===== config.mk =====
export PLATFORM = sky130hd
export DESIGN_NAME = mfz_ram
export DESIGN_NICKNAME = d
export VERILOG_FILES = /design/src/mfz_ram.sv
export SDC_FILE = /design/constraint.sdc
export NUM_CORES = 1
export LEC_CHECK = 0
export BUFFER_PORTS_ARGS = -buffer_cell sky130_fd_sc_hd__clkbuf_2
export CAP_MARGIN = 20
export CORE_MARGIN = 2
export CORE_UTILIZATION = 57
export CTS_CLUSTER_DIAMETER = 80
export DETAILED_ROUTE_END_ITERATION = 6
export PLACE_DENSITY = 0.86
export SYNTH_ARGS = -nofsm -noshare
export SYNTH_HDL_FRONTEND = slang
export SYNTH_SLANG_ARGS = --single-unit

===== constraint.sdc =====
create_clock -name clock -period 2.95 [get_ports clock]
set_input_delay 0.7375 -clock clock [delete_from_list [all_inputs] [get_ports clock]]
set_output_delay 0.7375 -clock clock [all_outputs]
set_load 0.005 [all_outputs]

===== src/mfz_ram.sv =====
// Generic single-port-write, single-port-read memory with registered read.
// Depends on nothing.
module mfz_ram #(
   parameter int WIDTH = 16,
   parameter int DEPTH = 16,
   parameter int AW = (DEPTH > 1) ? $clog2(DEPTH) : 1
) (
   input  logic clock,
   input  logic wr_en,
   input  logic [AW-1:0] wr_addr,
   input  logic [WIDTH-1:0] wr_data,
   input  logic rd_en,
   input  logic [AW-1:0] rd_addr,
   output logic [WIDTH-1:0] rd_data_ff
);

   logic [WIDTH-1:0] mem [DEPTH];

   always_ff @(posedge clock) begin
      if (wr_en) begin
         mem[wr_addr] <= wr_data;
      end
      if (rd_en) begin
         rd_data_ff <= mem[rd_addr];
      end
   end

endmodule


After elaboration in Yosys (flattened, before gate mapping)
Memories as Yosys holds them, arrays and structs flattened. A register that Yosys moved wholly into a read port is not among the register bits.
Index checks and enable logic that the tools add are counted.

word-level totals
  ROM bits = 0
  word-level logic and storage cells = 3
  output and inout port bits = 16
  flip-flop bits (word level) = 0
  bits in writable memories = 256
  memories kept = 1
  input bits = 27
  bits in latches = 0

memories
  name  depth  width  read ports  clocked after memory_dff  write ports  RTL line  text
  mem   16     16     1           1                         1            17        logic [WIDTH-1:0] mem [DEPTH];

cells by class
  $add $sub $neg = 0
  reduce and logical (&&, ||, !) cells = 0
  shift operators = 0
  order comparisons = 0
  multipliers = 0
  bitwise operators = 0
  multiplexer cells = 2
  div/mod/pow operators = 0
  eq/ne operators = 0

operators by type and width
  kind    number
  $mux 1  2

Longest topological paths before layout
  depth in word-level cells = 2
  depth in mapped cells = 5
  mapped depth without buffers = 3

Worst setup path after synthesis
OpenSTA, ideal clock, no wires.

  kind = input to register
  start point = input wr_addr[2]
  end point = memory mem[0][0] (enable)
  setup slack = 157 ps
  data arrival time = 2383 ps
  data required time = 2541 ps
  library setup time = 409 ps
  buffers on the path = 0
  cell stages on the path = 2
  path through = or3b_2 nor3_1

RTL lines
  what         RTL line  text
  from (decl)  10        input logic [AW-1:0] wr_addr,
  to (decl)    17

No word-level cell before the write port.

==> flow_metrics.py <==
metrics = {
    "pwr": {
        "intPower_mw": 6.22,
        "p_clk_share_pct": 38.6,
        "worst_ir_drop_vdd_mv": 0.441,
        "leakage_nw": 3.79,
        "p_sw_mw": 1.55,
        "p_seq_share_pct": 56.4,
        "power_density_nw_per_um2": 668,
        "swShare_pct": 19.9,
        "total_power_mw": 7.76,
        "combinationalPowerShare_pct": 4.9,
    },
    "clock_network": {
        "cts_setup_buffers": 0,
        "clk_latency_ns": 0.51,
        "hold_buffers": 0,
        "clk_pin_slew_ns": 0.07,
        "numCtsBuffers": 25,
        "cts_max_level": 1,
        "postCtsResizedCells": 0,
        "cts-root-buf": "clkbuf_16",
        "clkSinkCount": 272,
        "cts_tree": "built",
        "clockBufferDepth": 3,
    },
    "global_route": {
        "antenna_found_initial": 0,
        "grt.overflow.total": 0,
        "grt_pass1_vias": 5119,
        "grt_max_degree": 29,
        "grt_pass1_wl_microns": 32100,
        "grt_usage_pct": 24.1,
    },
    "timing": {
        "slew_headroom_pct": 58.7,
        "report.final.slew_viol_count": 0,
        "clock_skew_ns": 0.00605,
        "whs_ns": 0.616,
        "post-route-period-util_pct": 64.9,
        "fin_ws_ns": 1.04,
        "worst_slew_pin_slew_ns": 0.620,
        "tns_ns": 0,
        "rsz0062_at_grt": "no",
        "setup_viol": 0,
        "fmax_mhz": 522,
        "min_period_ns": 1.91,
        "hold_viol_final": 0,
    },
    "logic_synthesis": {
        "synth.avg_cell_area_sq_um": 23.6,
        "syn_inst": 432,
        "yosys_warnings": 0,
        "synth_nets": 459,
        "yosysUniqueCellTypes": 18,
        "synth_area_sq_um": 10200,
        "seq_area_frac_synth_pct": 80.0,
        "ys_ff_latch": 272,
    },
    "final_layout": {
        "fillers": 1045,
        "area_delta_synth_final_pct": 13.9,
        "nets": 534,
        "stdcell_area_sq_um": 11600,
        "final_common_cell": "edfxtp_1",
        "final_util_pct": 66.7,
        "drive_gt1_share_pct": 32.9,
        "multiInputGateArea_sq_um": 1960,
        "mostFrequentLayoutCells": "edfxtp_1, mux4_2, clkbuf_2, a22oi_1, clkbuf_16",
        "diodes": 0,
        "seqCellArea_sq_um": 8170,
        "fin_cells": 745,
    },
    "worst_setup_path": {
        "cp_max_fo": 22,
        "cp.required_ns": 3.21,
        "arrival_ns": 2.18,
        "end_kind": "register",
        "start_kind": "input pin",
        "critical_path_class": "input pin to register",
    },
    "die": {
        "core-area_sq_um": 17400,
        "die_w_microns": 138,
        "initial_core_util_pct": 58.6,
        "io_pins": 43,
        "die_area_sq_um": 19000,
        "dieHeight_microns": 138,
        "fp-row-count": 48,
    },
    "run": {
        "cap_violations": 0,
    },
    "placement": {
        "postPlaceCellArea_sq_um": 10900,
        "pre_cts_slack_ns": 0.500,
        "io_buffers": 42,
        "routabilityCongestion": 0.739,
        "dp_hpwl_microns": 11000,
        "post-place-cells": 705,
    },
    "detailed_routing": {
        "antenna_left": 0,
        "first_pass_iters": 5,
        "totalWireLength_microns": 21600,
        "dr.first_iter.drc_count": 706,
        "remaining_drc_errors": 0,
        "wl_per_cell_microns": 29.0,
        "via_count": 4952,
        "vias_per_cell": 6.65,
    },
    "worst_hold_path": {
        "worstHoldPathType": "input pin to register",
    },
    "status": {
        "status": "completed",
    },
}
==> cell families after synthesis <==
logic type	Yosys count	synth area share, %
flops	272	80.0
mux	64	14.5
simple gates	43	1.89
compound gates	32	2.35
buf+inv	21	1.21
==> flip-flops by register name, summed over array words and instances (netlist names) <==
name,flops
mem,256
rd_data_ff,16
==> cell usage after synthesis, drive strengths merged <==
| cell type | instances | share of area (%) |
|---|---|---|
| buf | 13 | 0.92 |
| or3b | 1 | 0.086 |
| mux4 | 64 | 14 |
| nand2b | 2 | 0.12 |
| edfxtp | 272 | 80 |
| nand3 | 1 | 0.049 |
| and2 | 1 | 0.061 |
| clkbuf | 8 | 0.29 |
| nand3b | 2 | 0.15 |
| nor2 | 13 | 0.48 |
| nor2b | 2 | 0.12 |
| nand2 | 17 | 0.63 |
| nor3 | 4 | 0.20 |
| a22oi | 32 | 2.4 |
==> final timing paths <==
| kind | cells past startpoint | startpoint | endpoint | slack, ns |
|---|---|---|---|---|
| setup / recovery | 5 | rd_addr[0] | rd_data_ff[11]$_DFFE_PP_ | 1.04 |
| hold / removal | 1 | wr_data[14] | mem[14][14]$_DFFE_PP_ | 0.62 |
| setup reg to reg | 3 | mem[8][5]$_DFFE_PP_ | rd_data_ff[5]$_DFFE_PP_ | 1.46 |
| hold reg to reg | 3 | mem[6][10]$_DFFE_PP_ | rd_data_ff[10]$_DFFE_PP_ | 0.75 |
==> power groups by stage <==
stage	Combinational (mW)	Sequential (mW)	Clock, mW
after CTS	0.385	4.38	3.04
after detailed placement	0.379	4.46	0
final	0.384	4.38	3.00
after global routing	0.413	4.39	3.17
after floorplan	0.211	4.45	0
after global placement	0.358	4.45	0
==> layout make-up <==
class	count	share of cell area, %
Tap cell	225	2.42
Timing Repair Buffer	69	4.00
Sequential cell	272	70.3
Clock inverter	15	1.08
Clock buffer	25	5.38
Multi-Input combinational cell	139	16.8
==> critical path: stages <==
cell and delay [ns]:
buf_4 0.28, buf_12 0.26, mux4_1 0.60, a22oi_1 0.21, nand2_1 0.07
==> metal layers <==
metal	global-route usage [%]	wire, microns
met5	0	0
met1	33.7	8030
met4	6.97	504
met3	6.03	2420
met2	38.7	10600
Power figures use the tool's default switching activity.
