===== src/mfz_pkg.sv =====
// Shared types, constants and helpers of the zero-border minimum filter.
// Depends on nothing; the source files that use it refer to it by scoped names.
package mfz_pkg;

   localparam int DATA_W = 16;
   localparam int ROW_W = 10;
   localparam int COL_W = 10;
   localparam int REQ_TDATA_W = 16;
   localparam int RSP_TDATA_W = 40;
   localparam int CSR_INDEX_W = 2;
   localparam int CSR_DATA_W = 11;
   localparam int WIDTH_REG_W = 11;
   localparam int HEIGHT_REG_W = 11;
   localparam int SIZE_REG_W = 5;
   localparam int ANCHOR_REG_W = 4;

   localparam int DEF_MAX_WIDTH = 1024;
   localparam int DEF_MAX_HEIGHT = 1024;
   localparam int DEF_MAX_KERNEL = 16;

   localparam logic [WIDTH_REG_W-1:0] WIDTH_RESET = 11'd1024;
   localparam logic [HEIGHT_REG_W-1:0] HEIGHT_RESET = 11'd1024;
   localparam logic [SIZE_REG_W-1:0] SIZE_RESET = 5'd3;
   localparam logic [ANCHOR_REG_W-1:0] ANCHOR_RESET = 4'd1;

   localparam logic signed [DATA_W-1:0] ONE_Q14 = 16'sd16384;
   localparam logic signed [DATA_W-1:0] ZERO_Q14 = 16'sd0;
   localparam logic signed [DATA_W-1:0] TOP_Q14 = 16'sh7fff;

   typedef enum logic [CSR_INDEX_W-1:0] {
      REG_IMAGE_WIDTH = 2'd0,
      REG_IMAGE_HEIGHT = 2'd1,
      REG_WINDOW_SIZE = 2'd2,
      REG_WINDOW_ANCHOR = 2'd3
   } csr_index_type;

   typedef struct packed {
      logic push;
      logic row_start;
   } chain_ctrl_type;

   typedef struct packed {
      logic last_pixel;
      logic [COL_W-1:0] out_column;
      logic [ROW_W-1:0] out_row;
      logic signed [DATA_W-1:0] out_value;
   } out_item_type;

   function automatic logic signed [DATA_W-1:0] min_q14(
      input logic signed [DATA_W-1:0] a,
      input logic signed [DATA_W-1:0] b);
      return (a < b) ? a : b;
   endfunction

endpackage


===== src/mfz_cell.sv =====
// One cell of the horizontal minimum chain: holds the minimum of a window
// that is one sample longer than its left neighbour's. Uses mfz_pkg.
module mfz_cell (
   input  logic clock,
   input  logic push,
   input  logic signed [mfz_pkg::DATA_W-1:0] sample,
   input  logic signed [mfz_pkg::DATA_W-1:0] neighbour,
   output logic signed [mfz_pkg::DATA_W-1:0] value_in,
   output logic signed [mfz_pkg::DATA_W-1:0] value_ff
);

   assign value_in = mfz_pkg::min_q14(sample, neighbour);

   always_ff @(posedge clock) begin
      if (push) begin
         value_ff <= value_in;
      end
   end

endmodule


===== src/mfz_row_chain.sv =====
// Row of mfz_cell instances forming the running horizontal window minimum.
// Depends on mfz_pkg and mfz_cell.
module mfz_row_chain #(
   parameter int MAX_KERNEL = mfz_pkg::DEF_MAX_KERNEL,
   parameter int KW = (MAX_KERNEL > 1) ? $clog2(MAX_KERNEL) : 1
) (
   input  logic clock,
   input  mfz_pkg::chain_ctrl_type ctrl,
   input  logic signed [mfz_pkg::DATA_W-1:0] sample,
   input  logic [KW-1:0] length_sel,
   output logic signed [mfz_pkg::DATA_W-1:0] result
);

   logic signed [mfz_pkg::DATA_W-1:0] value_in [MAX_KERNEL];
   logic signed [mfz_pkg::DATA_W-1:0] value_ff [MAX_KERNEL];
   logic signed [mfz_pkg::DATA_W-1:0] neighbour [MAX_KERNEL];

   for (genvar j = 0; j < MAX_KERNEL; j++) begin : g_cell
      if (j == 0) begin : g_first
         assign neighbour[j] = mfz_pkg::TOP_Q14;
      end else begin : g_rest
         // At the start of a row everything left of the image reads as zero.
         assign neighbour[j] = ctrl.row_start ? mfz_pkg::ZERO_Q14 : value_ff[j-1];
      end
      mfz_cell u_cell (
         .clock    (clock),
         .push     (ctrl.push),
         .sample   (sample),
         .neighbour(neighbour[j]),
         .value_in (value_in[j]),
         .value_ff (value_ff[j])
      );
   end

   assign result = value_in[length_sel];

endmodule


===== config.mk =====
export PLATFORM = sky130hd
export DESIGN_NAME = mfz_row_chain
export DESIGN_NICKNAME = d
export VERILOG_FILES = /design/src/mfz_pkg.sv /design/src/mfz_cell.sv /design/src/mfz_row_chain.sv
export SDC_FILE = /design/constraint.sdc
export NUM_CORES = 1
export LEC_CHECK = 0
export ABC_AREA = 0
export BUFFER_PORTS_ARGS = -buffer_cell sky130_fd_sc_hd__buf_4
export CAP_MARGIN = 20
export CORE_AREA = 2 2 319 242
export DETAILED_ROUTE_END_ITERATION = 7
export DIE_AREA = 0 0 321 244
export PLACE_DENSITY = 0.5
export SLEW_MARGIN = 20
export SYNTH_ARGS = -nofsm -noshare
export SYNTH_HDL_FRONTEND = slang
export SYNTH_HIERARCHICAL = 1
export SYNTH_SLANG_ARGS = --single-unit

===== constraint.sdc =====
create_clock -name clock -period 8.61 [get_ports clock]
set_input_delay 2.583 -clock clock [delete_from_list [all_inputs] [get_ports clock]]
set_output_delay 2.583 -clock clock [all_outputs]
set_load 0.02 [all_outputs]

* After elaboration in Yosys (flattened, before gate mapping)
Index checks and enable logic that the tools add are counted.
** Word-level totals
- Flip-flop bits (word level) :: 240
- Bits of input ports :: 23
- Logic and storage cells :: 67
** Operators by class
- Magnitude comparators :: 17
- Mux-type cells :: 34
- Bitwise operators :: 1
** Operators with widths (number)
- 16-bit 2-to-1 mux :: 33
- 16-bit less-than comparator :: 15
- 16-bit binary-select mux with 4-bit select :: 1
- 16-bit less-than comparator, second input constant :: 1
- 5-bit greater-or-equal comparator, second input constant :: 1
- 4-bit inverter with 5-bit output :: 1

* Logic depth before layout (Yosys ltp)
- Depth after elaboration :: 6
- Mapped depth :: 15
- Gate-level depth less buffers :: 11

* Modules after synthesis
The synthesis kept the hierarchy.
** By module, submodules not included
- mfz_cell :: times used 16, cells an instance 176, area an instance 1601.5 µm², sequential area each 480.5 µm²
- mfz_row_chain :: times used 1, cells an instance 405, area an instance 3522.1 µm², sequential area each 0.0 µm²

* Worst setup path before layout
No wires, ideal clock.
- Path type :: in2out
- Start :: input ctrl[0] in the netlist's numbering
- End :: output result[15] in the netlist's numbering
- Arrival time :: 5.875 ns
- Required time :: 6.027 ns
- Slack :: 0.152 ns
- Stages :: 15
- Buffers on the path :: 4
- Cells stage by stage :: clkbuf_1 > clkbuf_1 > nor2b_1 > inv_1 > ha_1 > and4_4 > nand4_1 > or4_1 > buf_2 > nand3_2 > buf_4 > mux2_1 > mux4_1 > a22oi_1 > nand2_1
** RTL lines
- start, declared :: RTL line mfz_row_chain.sv:8 : input mfz_pkg::chain_ctrl_type ctrl,
- end, declared :: RTL line mfz_row_chain.sv:11 : output logic signed [mfz_pkg::DATA_W-1:0] result

==> results by group <==
Outcome
  • Status: finished with violations
  • Violated checks: negative setup slack

Final layout
  • Most flops, register: g_cell.u_cell/value_ff
  • Layout Utilization: 53.5%
  • # fillers: 6775
  • Area Overhead vs Synth: 39.7%
  • Biggest regs: g_cell.u_cell/value_ff (240)
  • Final nets: 4258
  • Layout cells sized above 1: 35.5%
  • Finished Cell Area: 40000 um2
  • Largest register FFs: 240

Placement
  • Placed inst area: 36000 um2
  • Dpl hpwl: 86200 um
  • Port bufs: 38
  • RePlAce Congestion: 0.914

Power
  • Register share of total power: 25.9%
  • Max IR drop VDD: 166 uV
  • Leak: 16.4 nW
  • Internal power: 3.73 mW
  • Gate power share: 51.4%
  • NetSw: 2.25 mW
  • Power per cell area: 149 nW/um2
  • Sw frac: 37.6%
  • Clock Power Share: 22.7%

GRT
  • Antenna violations before repair: 4
  • Largest net degree at the start of global routing: 147
  • Global-route wire length before repair: 181000 um
  • Total global routing overflow: 0
  • Global-route total usage across every layer: 29.8%
  • Vias in the first global route: 29200

Clocking
  • Clock Path Buffers: 3
  • Total clock sinks: 240
  • TritonCTS Buffers: 31
  • # H-tree levels: 1
  • Clk slew on worst S/H paths: 60 ps
  • TritonCTS clock tree: done
  • Skew-Pair Late Insertion Delay: 630 ps
  • Clock root cell: clkbuf_16

Route
  • Via count: 30500
  • Routed WL per cell: 24.3 um
  • Final WL: 121000 um
  • Drt initial violations: 3159
  • Routed vias/inst: 6.11
  • DR pass1 iterations: 8
  • Antenna Nets Post-Route: 0
  • Residual DRC: 0

Worst setup path
  • CP cell instances: buf_16, buf_6, buf_12, nor2b_4, inv_1, ha_1, and3_1, o311a_1, o21ai_2, buf_6, a311oi_1, a311o_1, buf_4, mux4_2, a22oi_2, nand2_4, buf_6
  • CP delay by family, top: compound AO/OA/AOI/OAI gates
  • Crit Path Max Fanout: 16
  • WS Path Type: in -> out
  • Startpoint Class: input port
  • Critical path endpoint category: output pin
  • Buf/Inv on CP: 7
  • Max stage delay on crit path: 510 ps
  • Worst EP arrival: 6260 ps
  • Crit-path slowest cell: mux4_2
  • Req. time, crit path: 6030 ps
  • Crit-path most repeated cell: buf_6

STA
  • Final Hold Fails: 0
  • RSZ-0062 raised after global routing: true
  • Peak Freq: 0.113 GHz
  • Final setup margin: -236 ps
  • Setup Skew: 16.3 ps
  • Tcrit/Tclk final: 103%
  • Min Clock Period, post-route: 8850 ps
  • Relative slew slack: 31.6%
  • Tightest Pin Transition: 1020 ps
  • Slew Viols, Final: 0
  • Final Setup Violations: 16

Synthesis
  • Synth Instances: 3205
  • Avg Inst Size Synth: 8.94 um2
  • Synthesis Warnings: 6
  • Mapped Area: 28700 um2

Floorplan
  • Die ar.: 78300 um2
  • Die height: 244 um
  • FP Rows: 87
  • Top Ports: 39
  • Initial core utilization: 38.3%
  • Die W: 321 um
  • Core area: 74900 um2

Job
  • Max cap viols: 0

Min path
  • Hold WC Path Type: reg -> reg
[routing by layer]
metal | vias to the layer above | share of wire [%] | GRT usage [%]
met1 | 15000 | 44 | 42.2
met2 | 1316 | 44 | 45.8
li1 | 14000 | - | -
met5 | - | 0 | 0
met3 | 244 | 8.3 | 5.09
met4 | 0 | 3.7 | 10.4
[layout by cell type, fill, tap and decap left out, drive strengths merged, types with 17 or more instances in the layout]
| cell type | count |
|---|---|
| clkbuf | 36 |
| nor2b | 242 |
| nand2b | 256 |
| buf | 976 |
| a311o | 240 |
| edfxtp | 240 |
| o21ai | 64 |
| conb | 47 |
| o21a | 48 |
| a21oi | 32 |
| nor2 | 17 |
| a22oi | 32 |
| and2 | 17 |
| and4 | 32 |
| mux4 | 64 |
| inv | 480 |
| a311oi | 240 |
| a2111oi | 256 |
| nand3 | 17 |
| ha | 240 |
| nand2 | 288 |
[metrics by stage]
step / power, mW / std cells / hold WS [ps] / setup TNS, ps / worst slack (ps)
detailed placement: 4.27 / 4817 / 768 / -6850 / -578
global route: 6.23 / 4995 / 802 / -4150 / -316
floorplan: 2.94 / 3250 / 671 / 0 / 152
CTS: 5.88 / 4960 / 788 / -1380 / -117
global placement: 4.21 / 4817 / 768 / -6450 / -560
finish: 5.98 / 4997 / 755 / -2840 / -236
[cell type report]
cell class	count	area (um2)	share of cell area, %
Multi-Input combinational cell	2260	20100	50.1
Inverter	480	1800	4.50
Antenna cell	2	5.00	0.0125
Clock inverter	21	204	0.509
Clock buffer	33	783	1.96
Sequential cell	240	7210	18.0
Timing Repair Buffer	982	8750	21.9
Tap cell	979	1220	3.06
[worst paths after layout]
path,startpoint,to,slack [ps],cells past startpoint
max,ctrl[0],result[11],-240,17
min reg2reg,g_cell[5].u_cell/value_ff[15]$_DFFE_PP_,g_cell[6].u_cell/value_ff[15]$_DFFE_PP_,760,2
max reg2reg,g_cell[6].u_cell/value_ff[9]$_DFFE_PP_,g_cell[7].u_cell/value_ff[8]$_DFFE_PP_,5320,11
min,g_cell[5].u_cell/value_ff[15]$_DFFE_PP_,g_cell[6].u_cell/value_ff[15]$_DFFE_PP_,760,2
[worst register-to-register path, stage by stage, from the launching register on]
cell	delay [ps]
edfxtp_1	470
nor2b_2	240
inv_1	60
ha_1	290
and4_1	280
nand2_1	100
or4_1	620
buf_4	200
a311oi_2	320
a311o_1	330
buf_4	160
buf_4	100
[power by group through the flow]
stage	clock [mW]	combinational (mW)	sequential, mW
after floorplan	0	1.39	1.55
after global placement	0	2.64	1.57
after detailed placement	0	2.70	1.57
after CTS	1.38	2.95	1.55
after global routing	1.41	3.26	1.56
final	1.36	3.07	1.55
[repair_timing]
item,CTS,global route
hold endpoints to repair,0,0
pin swaps,154,55
hold buffers,0,0
buffers inserted,68,30
resized for setup,409,80
setup endpoints to repair,16,16
cloned,22,6
(Power assumes the default switching activity.)
